`config.mk`:
```
export PLATFORM = sky130hd
export DESIGN_NAME = multichannel_level_ramp_unit
export DESIGN_NICKNAME = d
export VERILOG_FILES = /design/src/rtl/mlr_pkg.sv /design/src/rtl/multichannel_level_ramp_unit.sv /design/src/rtl/mlr_step.sv
export SDC_FILE = /design/constraint.sdc
export NUM_CORES = 1
export LEC_CHECK = 0
export BUFFER_PORTS_ARGS = -buffer_cell sky130_fd_sc_hd__buf_2
export CORE_UTILIZATION = 30
export DETAILED_ROUTE_END_ITERATION = 8
export SYNTH_ARGS = -nofsm -noshare
export SYNTH_HDL_FRONTEND = slang
export SYNTH_SLANG_ARGS = --single-unit
```
`constraint.sdc`:
```
create_clock -name aclk -period 7.93 [get_ports aclk]
set_clock_uncertainty 0.1 [all_clocks]
set_input_delay 1.1895 -clock aclk [delete_from_list [all_inputs] [get_ports aclk]]
set_output_delay 1.1895 -clock aclk [all_outputs]
set_load 0.02 [all_outputs]
```
`src/rtl/mlr_pkg.sv`:
```
// mlr_pkg: shared constants, codes and record types of the multichannel level ramp unit
// no dependencies; imported by mlr_step and multichannel_level_ramp_unit
`timescale 1ns / 1ps

package mlr_pkg;

    localparam int CHANNELS   = 4;
    localparam int LEVEL_BITS = 16;
    localparam int CH_W       = (CHANNELS > 1) ? $clog2(CHANNELS) : 1;

    typedef enum logic [2:0] {
        FN_TICK   = 3'd0,
        FN_RAMP   = 3'd1,
        FN_SET    = 3'd2,
        FN_ENABLE = 3'd3,
        FN_QUERY  = 3'd4
    } func_t;

    localparam logic KIND_LEVEL  = 1'b0;
    localparam logic KIND_STATUS = 1'b1;

    typedef enum logic [1:0] {
        S_IDLE,
        S_CMD,
        S_TICK,
        S_FLUSH
    } state_t;

    typedef struct packed {
        logic [LEVEL_BITS-1:0] cur;
        logic [LEVEL_BITS-1:0] tgt;
        logic [7:0]            stp;
        logic [7:0]            per;
        logic [7:0]            cnt;
        logic                  en;
        logic                  mov;
    } chan_rec_t;

    typedef struct packed {
        logic        kind;
        logic [3:0]  chan;
        logic [15:0] level;
        logic        moving;
        logic        last;
    } result_t;

endpackage

```
`src/rtl/multichannel_level_ramp_unit.sv`:
```
// multichannel_level_ramp_unit: top level, channel record memory, command sequencer
// depends on mlr_pkg and mlr_step
`timescale 1ns / 1ps
//
// Use: requests enter on the s_ stream; tuser carries the function code, tdata the
// channel, level, period, step and enable. Results leave on the m_ stream; tuser is
// the kind (level update or status reply), tlast marks the last result of a request.
// Per-channel state sits in one record memory with a registered read port; the
// sequencer reads a record, updates it and writes it back.
// A command is accepted, then its record is read, modified and written back; a tick
// is accepted, walks every channel record in turn, then flushes the last result.
// s_tready is high only while the sequencer is idle, one request at a time.
// Order: a query reply enters the output register from S_CMD once it is free; tick
// results lag their channel by one record since each is held until the next stepped
// channel or the end of the walk decides its tlast.
// Reset: aresetn low clears the sequencer, the output valid flag and the per-entry valid
// bits, so every channel reads as all zero until written.
// Stall: a result waits in the output register; the sequencer holds its place when a
// further result has nowhere to go and resumes once m_tready takes the waiting one.

module multichannel_level_ramp_unit
    import mlr_pkg::*;
(
    input  logic        aclk,
    input  logic        aresetn,
    input  logic        s_tvalid,
    output logic        s_tready,
    // channel[3:0], level[19:4], period[27:20], step[35:28], enable[36], zero[39:37]
    input  logic [39:0] s_tdata,
    // func[2:0]
    input  logic [2:0]  s_tuser,
    output logic        m_tvalid,
    input  logic        m_tready,
    // chan_out[3:0], level_out[19:4], moving[20], zero[23:21]
    output logic [23:0] m_tdata,
    // kind[0]
    output logic        m_tuser,
    output logic        m_tlast
);

    state_t state_reg, state_next;

    chan_rec_t mem [CHANNELS];
    chan_rec_t rd_data_reg;
    logic      rd_valid_reg;
    logic [CHANNELS-1:0] ent_valid_reg;

    logic [2:0]            cmd_func_reg;
    logic [CH_W-1:0]       cmd_ch_reg;
    logic [3:0]            cmd_chan_reg;
    logic                  cmd_ch_valid_reg;
    logic [LEVEL_BITS-1:0] cmd_level_reg;
    logic [7:0]            cmd_per_reg;
    logic [7:0]            cmd_stp_reg;
    logic                  cmd_en_reg;

    logic [CH_W-1:0] idx_reg, idx_next;
    result_t         held_reg, held_next;
    logic            held_valid_reg, held_valid_next;
    result_t         out_reg;
    logic            out_valid_reg;

    logic            accept;
    logic            s_ch_valid;
    logic            slot_free;
    logic            idx_last;
    chan_rec_t       rec;
    chan_rec_t       tick_rec;
    logic            tick_stepped;
    logic            tick_stall;
    logic            cmd_stall;
    logic            mem_we;
    logic [CH_W-1:0] mem_waddr;
    chan_rec_t       mem_wdata;
    logic [CH_W-1:0] rd_addr;
    logic            push;
    result_t         push_data;

    assign accept     = s_tvalid && s_tready;
    assign s_tready   = (state_reg == S_IDLE);
    assign s_ch_valid = {1'b0, s_tdata[3:0]} < 5'(CHANNELS);
    assign slot_free  = !out_valid_reg || m_tready;
    assign idx_last   = (idx_reg == CH_W'(CHANNELS - 1));
    assign rec        = rd_valid_reg ? rd_data_reg : '0;
    assign tick_stall = tick_stepped && held_valid_reg && !slot_free;
    assign cmd_stall  = (cmd_func_reg == FN_QUERY) && !slot_free;

    mlr_step u_step (
        .rec_i     (rec),
        .rec_o     (tick_rec),
        .stepped_o (tick_stepped)
    );

    // next state
    always_comb begin
        state_next = state_reg;
        unique case (state_reg)
            S_IDLE: begin
                if (s_tvalid) begin
                    if (s_tuser == FN_TICK) begin
                        state_next = S_TICK;
                    end else if (s_tuser >= FN_RAMP && s_tuser <= FN_QUERY) begin
                        state_next = S_CMD;
                    end
                end
            end
            S_CMD: begin
                if (!cmd_stall) begin
                    state_next = S_IDLE;
                end
            end
            S_TICK: begin
                if (!tick_stall && idx_last) begin
                    state_next = S_FLUSH;
                end
            end
            S_FLUSH: begin
                if (!held_valid_reg || slot_free) begin
                    state_next = S_IDLE;
                end
            end
            default: state_next = S_IDLE;
        endcase
    end

    // datapath control
    always_comb begin
        mem_we          = 1'b0;
        mem_waddr       = cmd_ch_reg;
        mem_wdata       = rec;
        rd_addr         = '0;
        push            = 1'b0;
        push_data       = held_reg;
        idx_next        = idx_reg;
        held_next       = held_reg;
        held_valid_next = held_valid_reg;
        unique case (state_reg)
            S_IDLE: begin
                idx_next = '0;
                if (s_tuser != FN_TICK && s_ch_valid) begin
                    rd_addr = s_tdata[CH_W-1:0];
                end
            end
            S_CMD: begin
                rd_addr = cmd_ch_reg;
                case (cmd_func_reg)
                    FN_RAMP: begin
                        if (cmd_ch_valid_reg && cmd_per_reg != 8'd0) begin
                            mem_we        = 1'b1;
                            mem_wdata.tgt = cmd_level_reg;
                            mem_wdata.per = cmd_per_reg;
                            mem_wdata.stp = cmd_stp_reg;
                            mem_wdata.mov = 1'b1;
                        end
                    end
                    FN_SET: begin
                        if (cmd_ch_valid_reg) begin
                            mem_we        = 1'b1;
                            mem_wdata.tgt = cmd_level_reg;
                            mem_wdata.cur = cmd_level_reg;
                            mem_wdata.en  = cmd_en_reg;
                            mem_wdata.cnt = 8'd0;
                        end
                    end
                    FN_ENABLE: begin
                        if (cmd_ch_valid_reg) begin
                            mem_we        = 1'b1;
                            mem_wdata.en  = cmd_en_reg;
                            mem_wdata.cnt = 8'd0;
                        end
                    end
                    FN_QUERY: begin
                        push             = slot_free;
                        push_data.kind   = KIND_STATUS;
                        push_data.chan   = cmd_chan_reg;
                        push_data.level  = cmd_ch_valid_reg ? 16'(rec.cur) : 16'd0;
                        push_data.moving = cmd_ch_valid_reg ? rec.mov : 1'b0;
                        push_data.last   = 1'b1;
                    end
                    default: ;
                endcase
            end
            S_TICK: begin
                rd_addr   = (tick_stall || idx_last) ? idx_reg : idx_reg + CH_W'(1);
                mem_waddr = idx_reg;
                mem_wdata = tick_rec;
                if (!tick_stall) begin
                    mem_we   = 1'b1;
                    idx_next = idx_reg + CH_W'(1);
                    if (tick_stepped) begin
                        push                  = held_valid_reg;
                        push_data.last        = 1'b0;
                        held_valid_next       = 1'b1;
                        held_next.kind        = KIND_LEVEL;
                        held_next.chan        = 4'(idx_reg);
                        held_next.level       = 16'(tick_rec.cur);
                        held_next.moving      = tick_rec.mov;
                        held_next.last        = 1'b0;
                    end
                end
            end
            S_FLUSH: begin
                if (held_valid_reg && slot_free) begin
                    push            = 1'b1;
                    push_data.last  = 1'b1;
                    held_valid_next = 1'b0;
                end
            end
            default: ;
        endcase
    end

    // record memory and valid bits
    always_ff @(posedge aclk) begin
        if (mem_we) begin
            mem[mem_waddr] <= mem_wdata;
        end
        rd_data_reg <= mem[rd_addr];
    end

    always_ff @(posedge aclk) begin
        if (!aresetn) begin
            ent_valid_reg <= '0;
            rd_valid_reg  <= 1'b0;
        end else begin
            rd_valid_reg <= ent_valid_reg[rd_addr];
            if (mem_we) begin
                ent_valid_reg[mem_waddr] <= 1'b1;
            end
        end
    end

    // request capture
    always_ff @(posedge aclk) begin
        if (accept) begin
            cmd_func_reg     <= s_tuser;
            cmd_ch_reg       <= s_ch_valid ? s_tdata[CH_W-1:0] : '0;
            cmd_chan_reg     <= s_tdata[3:0];
            cmd_ch_valid_reg <= s_ch_valid;
            cmd_level_reg    <= LEVEL_BITS'(s_tdata[19:4]);
            cmd_per_reg      <= s_tdata[27:20];
            cmd_stp_reg      <= s_tdata[35:28];
            cmd_en_reg       <= s_tdata[36];
        end
    end

    // sequencer and result registers
    always_ff @(posedge aclk) begin
        if (!aresetn) begin
            state_reg      <= S_IDLE;
            idx_reg        <= '0;
            held_valid_reg <= 1'b0;
            out_valid_reg  <= 1'b0;
        end else begin
            state_reg      <= state_next;
            idx_reg        <= idx_next;
            held_valid_reg <= held_valid_next;
            if (push) begin
                out_valid_reg <= 1'b1;
            end else if (m_tready) begin
                out_valid_reg <= 1'b0;
            end
        end
    end

    always_ff @(posedge aclk) begin
        held_reg <= held_next;
        if (push) begin
            out_reg <= push_data;
        end
    end

    assign m_tvalid = out_valid_reg;
    assign m_tdata  = {3'b000, out_reg.moving, out_reg.level, out_reg.chan};
    assign m_tuser  = out_reg.kind;
    assign m_tlast  = out_reg.last;

    // checks
    a_held_idle: assert property (@(posedge aclk) disable iff (!aresetn)
        state_reg == S_IDLE |-> !held_valid_reg)
        else $error("held tick result left over in idle");

    a_no_write_idle: assert property (@(posedge aclk) disable iff (!aresetn)
        mem_we |-> state_reg != S_IDLE)
        else $error("record write while idle");

    a_push_slot: assert property (@(posedge aclk) disable iff (!aresetn)
        push |-> (!out_valid_reg || m_tready))
        else $error("result pushed over a waiting one");

    a_query_cmd: assert property (@(posedge aclk) disable iff (!aresetn)
        (accept && s_tuser == FN_QUERY) |=> state_reg == S_CMD)
        else $error("query not sequenced");

    a_status_last: assert property (@(posedge aclk) disable iff (!aresetn)
        (m_tvalid && m_tuser == KIND_STATUS) |-> m_tlast)
        else $error("status reply without tlast");

endmodule

```
`src/rtl/mlr_step.sv`:
```
// mlr_step: tick update of one channel record (count, step toward target, clamp)
// depends on mlr_pkg
`timescale 1ns / 1ps

module mlr_step
    import mlr_pkg::*;
(
    input  chan_rec_t rec_i,
    output chan_rec_t rec_o,
    output logic      stepped_o
);

    logic [7:0]            cnt_inc;
    logic [LEVEL_BITS-1:0] stp_ext;
    logic [LEVEL_BITS-1:0] gap;
    logic                  down;

    assign cnt_inc = rec_i.cnt + 8'd1;
    assign stp_ext = LEVEL_BITS'(rec_i.stp);
    assign down    = rec_i.cur > rec_i.tgt;
    assign gap     = down ? (rec_i.cur - rec_i.tgt) : (rec_i.tgt - rec_i.cur);

    always_comb begin
        rec_o     = rec_i;
        stepped_o = 1'b0;
        if (rec_i.en && rec_i.mov) begin
            if (cnt_inc < rec_i.per) begin
                rec_o.cnt = cnt_inc;
            end else begin
                rec_o.cnt = 8'd0;
                stepped_o = 1'b1;
                if (gap <= stp_ext) begin
                    rec_o.cur = rec_i.tgt;
                    rec_o.mov = 1'b0;
                end else if (down) begin
                    rec_o.cur = rec_i.cur - stp_ext;
                end else begin
                    rec_o.cur = rec_i.cur + stp_ext;
                end
            end
        end
    end

endmodule
```
==> flow_metrics.tcl <==
set metrics [dict create \
    vdd_drop_max_uv 353 \
    drtIter0Drc 947 \
    cts_hold_buffers 0 \
    tightest_slew_ps 1060 \
    fmax_mhz 149 \
    via_count 12000 \
    ant_nets 0 \
    die_w_um 246 \
    ctsResizeCount 0 \
    fin_ws_ps 1210 \
    io_buffers 68 \
    rrSetupSlack_ps 1210 \
    tritoncts "done" \
    start_util_pct 30.6 \
    p_per_area_nw_per_um2 411 \
    critPathMaxFanout 39 \
    yosys_warnings 0 \
    grt_pass1_wl_mm 70.9 \
    finalSetupTns_ps 0 \
    synth_area_leaders "edfxtp_1, dfxtp_1, mux2i_1" \
    finalHoldViolCount 0 \
    min-delay-start "mem[3][40]" \
    synthCells 1492 \
    drv_cap 0 \
    hpwl_mm 30.3 \
    cts_root_buf "clkbuf_16" \
    drc 0 \
    final_cell_mix "edfxtp_1, nand2_1, nor2_1, o21ai_0, mux2i_1" \
    wl_per_cell_um 19.8 \
    p_leak_nw 7.62 \
    reg2reg_from "rd_valid_reg" \
    layout-drive-gt1-share_pct 11.9 \
    period_share_pct 84.8 \
    r2r-end "mem[1][54]" \
    place_congestion 0.911 \
    vias_per_cell 5.11 \
    cp_data_required_time_ps 8140 \
    status "finished clean" \
    overflow 0 \
    cp-end-kind "flip-flop" \
    drt_wl_total_mm 46.5 \
    criticalPathCategory "flip-flop to flip-flop" \
    grt_max_degree 61 \
    die_area_um2 60300 \
    numCtsBuffers 40 \
    whs_endpoint "rd_data_reg[40]" \
    yosys.area.top_type "edfxtp_1" \
    drv_slew 0 \
    post-route-min-period_ps 6720 \
    post_cts_buffers 0 \
    insertedDiodeCount 0 \
    placed_area_um2 19100 \
    holdPathStages 1 \
    htree_levels 2 \
    synth_area_um2 17800 \
    synthFlopType "edfxtp_1" \
    grt_usage_pct 15.4 \
    synth-seq-cells 386 \
    worstPathArrival_ps 6930 \
    clk_latency_ps 570 \
    clk_path_buf_depth 3 \
    synth_edf_count 317 \
    relSlewSlack_pct 28.6 \
    antenna_found_initial 0 \
    die-height_um 246 \
    setup_viol 0 \
    synthDistinctLibCells 73 \
    largest_reg_flops 232 \
    syn_area_per_cell_um2 11.9 \
    syn_to_final_growth_pct 14.5 \
    pre_cts_ws_ps 1290 \
    clock_sink_count 386 \
    clk_pin_slew_ps 60 \
    synth-seq-area-share_pct 61.2 \
    rsz0062_at_grt "false" \
    cp-start-kind "flip-flop" \
    synthArstFlopShare_pct 0 \
    hold_class "flip-flop to flip-flop" \
    grt_pass1_vias 11900 \
    io-pin-count 75 \
    reg2reg_depth 18 \
    fillerInstances 5718 \
    final_common_cell "edfxtp_1" \
    synth.top_cell.area_share_pct 53.4 \
    nNetsFinal 1670 \
    rows 88 \
    final_cell_area_um2 20400 \
    coreArea_um2 58100 \
    firstDrtPassIters 5 \
]
## synthesized netlist by cell type, types with 18 or more instances
library cell / instances
edfxtp_1: 317
nand2_1: 197
nor2_1: 132
o21ai_0: 93
mux2i_1: 86
a21oi_1: 80
dfxtp_1: 69
ha_1: 67
a221o_1: 63
inv_1: 58
clkbuf_1: 52
nand3_1: 28
xnor2_1: 20
a21o_1: 18
## area by class of cell
class                           count  area [um^2]  share of cell area, %
Sequential cell                   386        10900                   53.4
Inverter                           60          225                   1.10
Tap cell                          765          957                   4.69
Clock inverter                     21          249                   1.22
Clock buffer                       52         1090                   5.32
Timing Repair Buffer               93          528                   2.59
Multi-Input combinational cell    972         6450                   31.6
## critical path, stage by stage (launching register included)
cell	delay, ps
dfxtp_2	940
nand2_1	350
ha_1	620
nand3_2	190
nor4b_4	400
nand3_1	170
nand2_1	210
nand2_1	440
o21ai_0	520
fa_1	330
o21ai_0	90
or3_1	330
a311oi_1	440
o31ai_1	270
o21bai_1	180
a21oi_1	100
xnor2_1	250
mux2i_1	130
o21ai_0	390
## cells by family (layout without fill, tap and decap cells)
logic type / count (synthesis) / count (layout) / share of synthesized area, %
and+or+nand+nor: 434 / 434 / 10.7
DFF: 386 / 386 / 61.2
AOI/OAI and AO/OA: 339 / 339 / 13.0
buffers and inverters: 136 / 226 / 3.11
muxes: 92 / 92 / 5.21
adders and majority gates: 70 / 70 / 5.04
xor gates and xnor gates: 34 / 34 / 1.67
other: 1 / 3 / 0.0211
## per-layer routing
metal  share of wire, %  vias up  global-route usage, %
li1                   -     5658                      -
met1                 47     5955                   21.6
met2                 45      345                   24.2
met3                6.1       56                   3.06
met4                1.7        0                   3.62
met5                  0        -                      0
## where the power goes
group	switching, W	internal, W
clock network	0.000780	0.00113
registers	0.000172	0.00258
logic	0.00231	0.00140
## worst max-delay path by stage
| stage | from | to | slack, ps | cells past startpoint |
|---|---|---|---|---|
| after floorplan | rd_valid_reg | mem[2][0] | 1520 | 18 |
| after global placement | rd_valid_reg | mem[0][43] | 1320 | 19 |
| after detailed placement | rd_valid_reg | mem[1][43] | 1290 | 19 |
| after CTS | rd_valid_reg | mem[1][43] | 1280 | 19 |
| after global routing | rd_valid_reg | mem[3][54] | 790 | 18 |
| final | rd_valid_reg | mem[1][54] | 1210 | 18 |
## per-stage QoR
step | hold WS (ps) | total power [W] | utilization, % | std cells
3_5_place_dp | 356 | 0.00647 | 32.8 | 2276
4_1_cts | 363 | 0.00841 | 35.1 | 2349
3_3_place_gp | 346 | 0.00645 | 32.8 | 2276
6_report | 365 | 0.00838 | 35.1 | 2349
2_1_floorplan | 332 | 0.00548 | - | 1494
5_1_grt | 379 | 0.00891 | 35.1 | 2349
No activity file was read; power rests on OpenSTA's default activity.
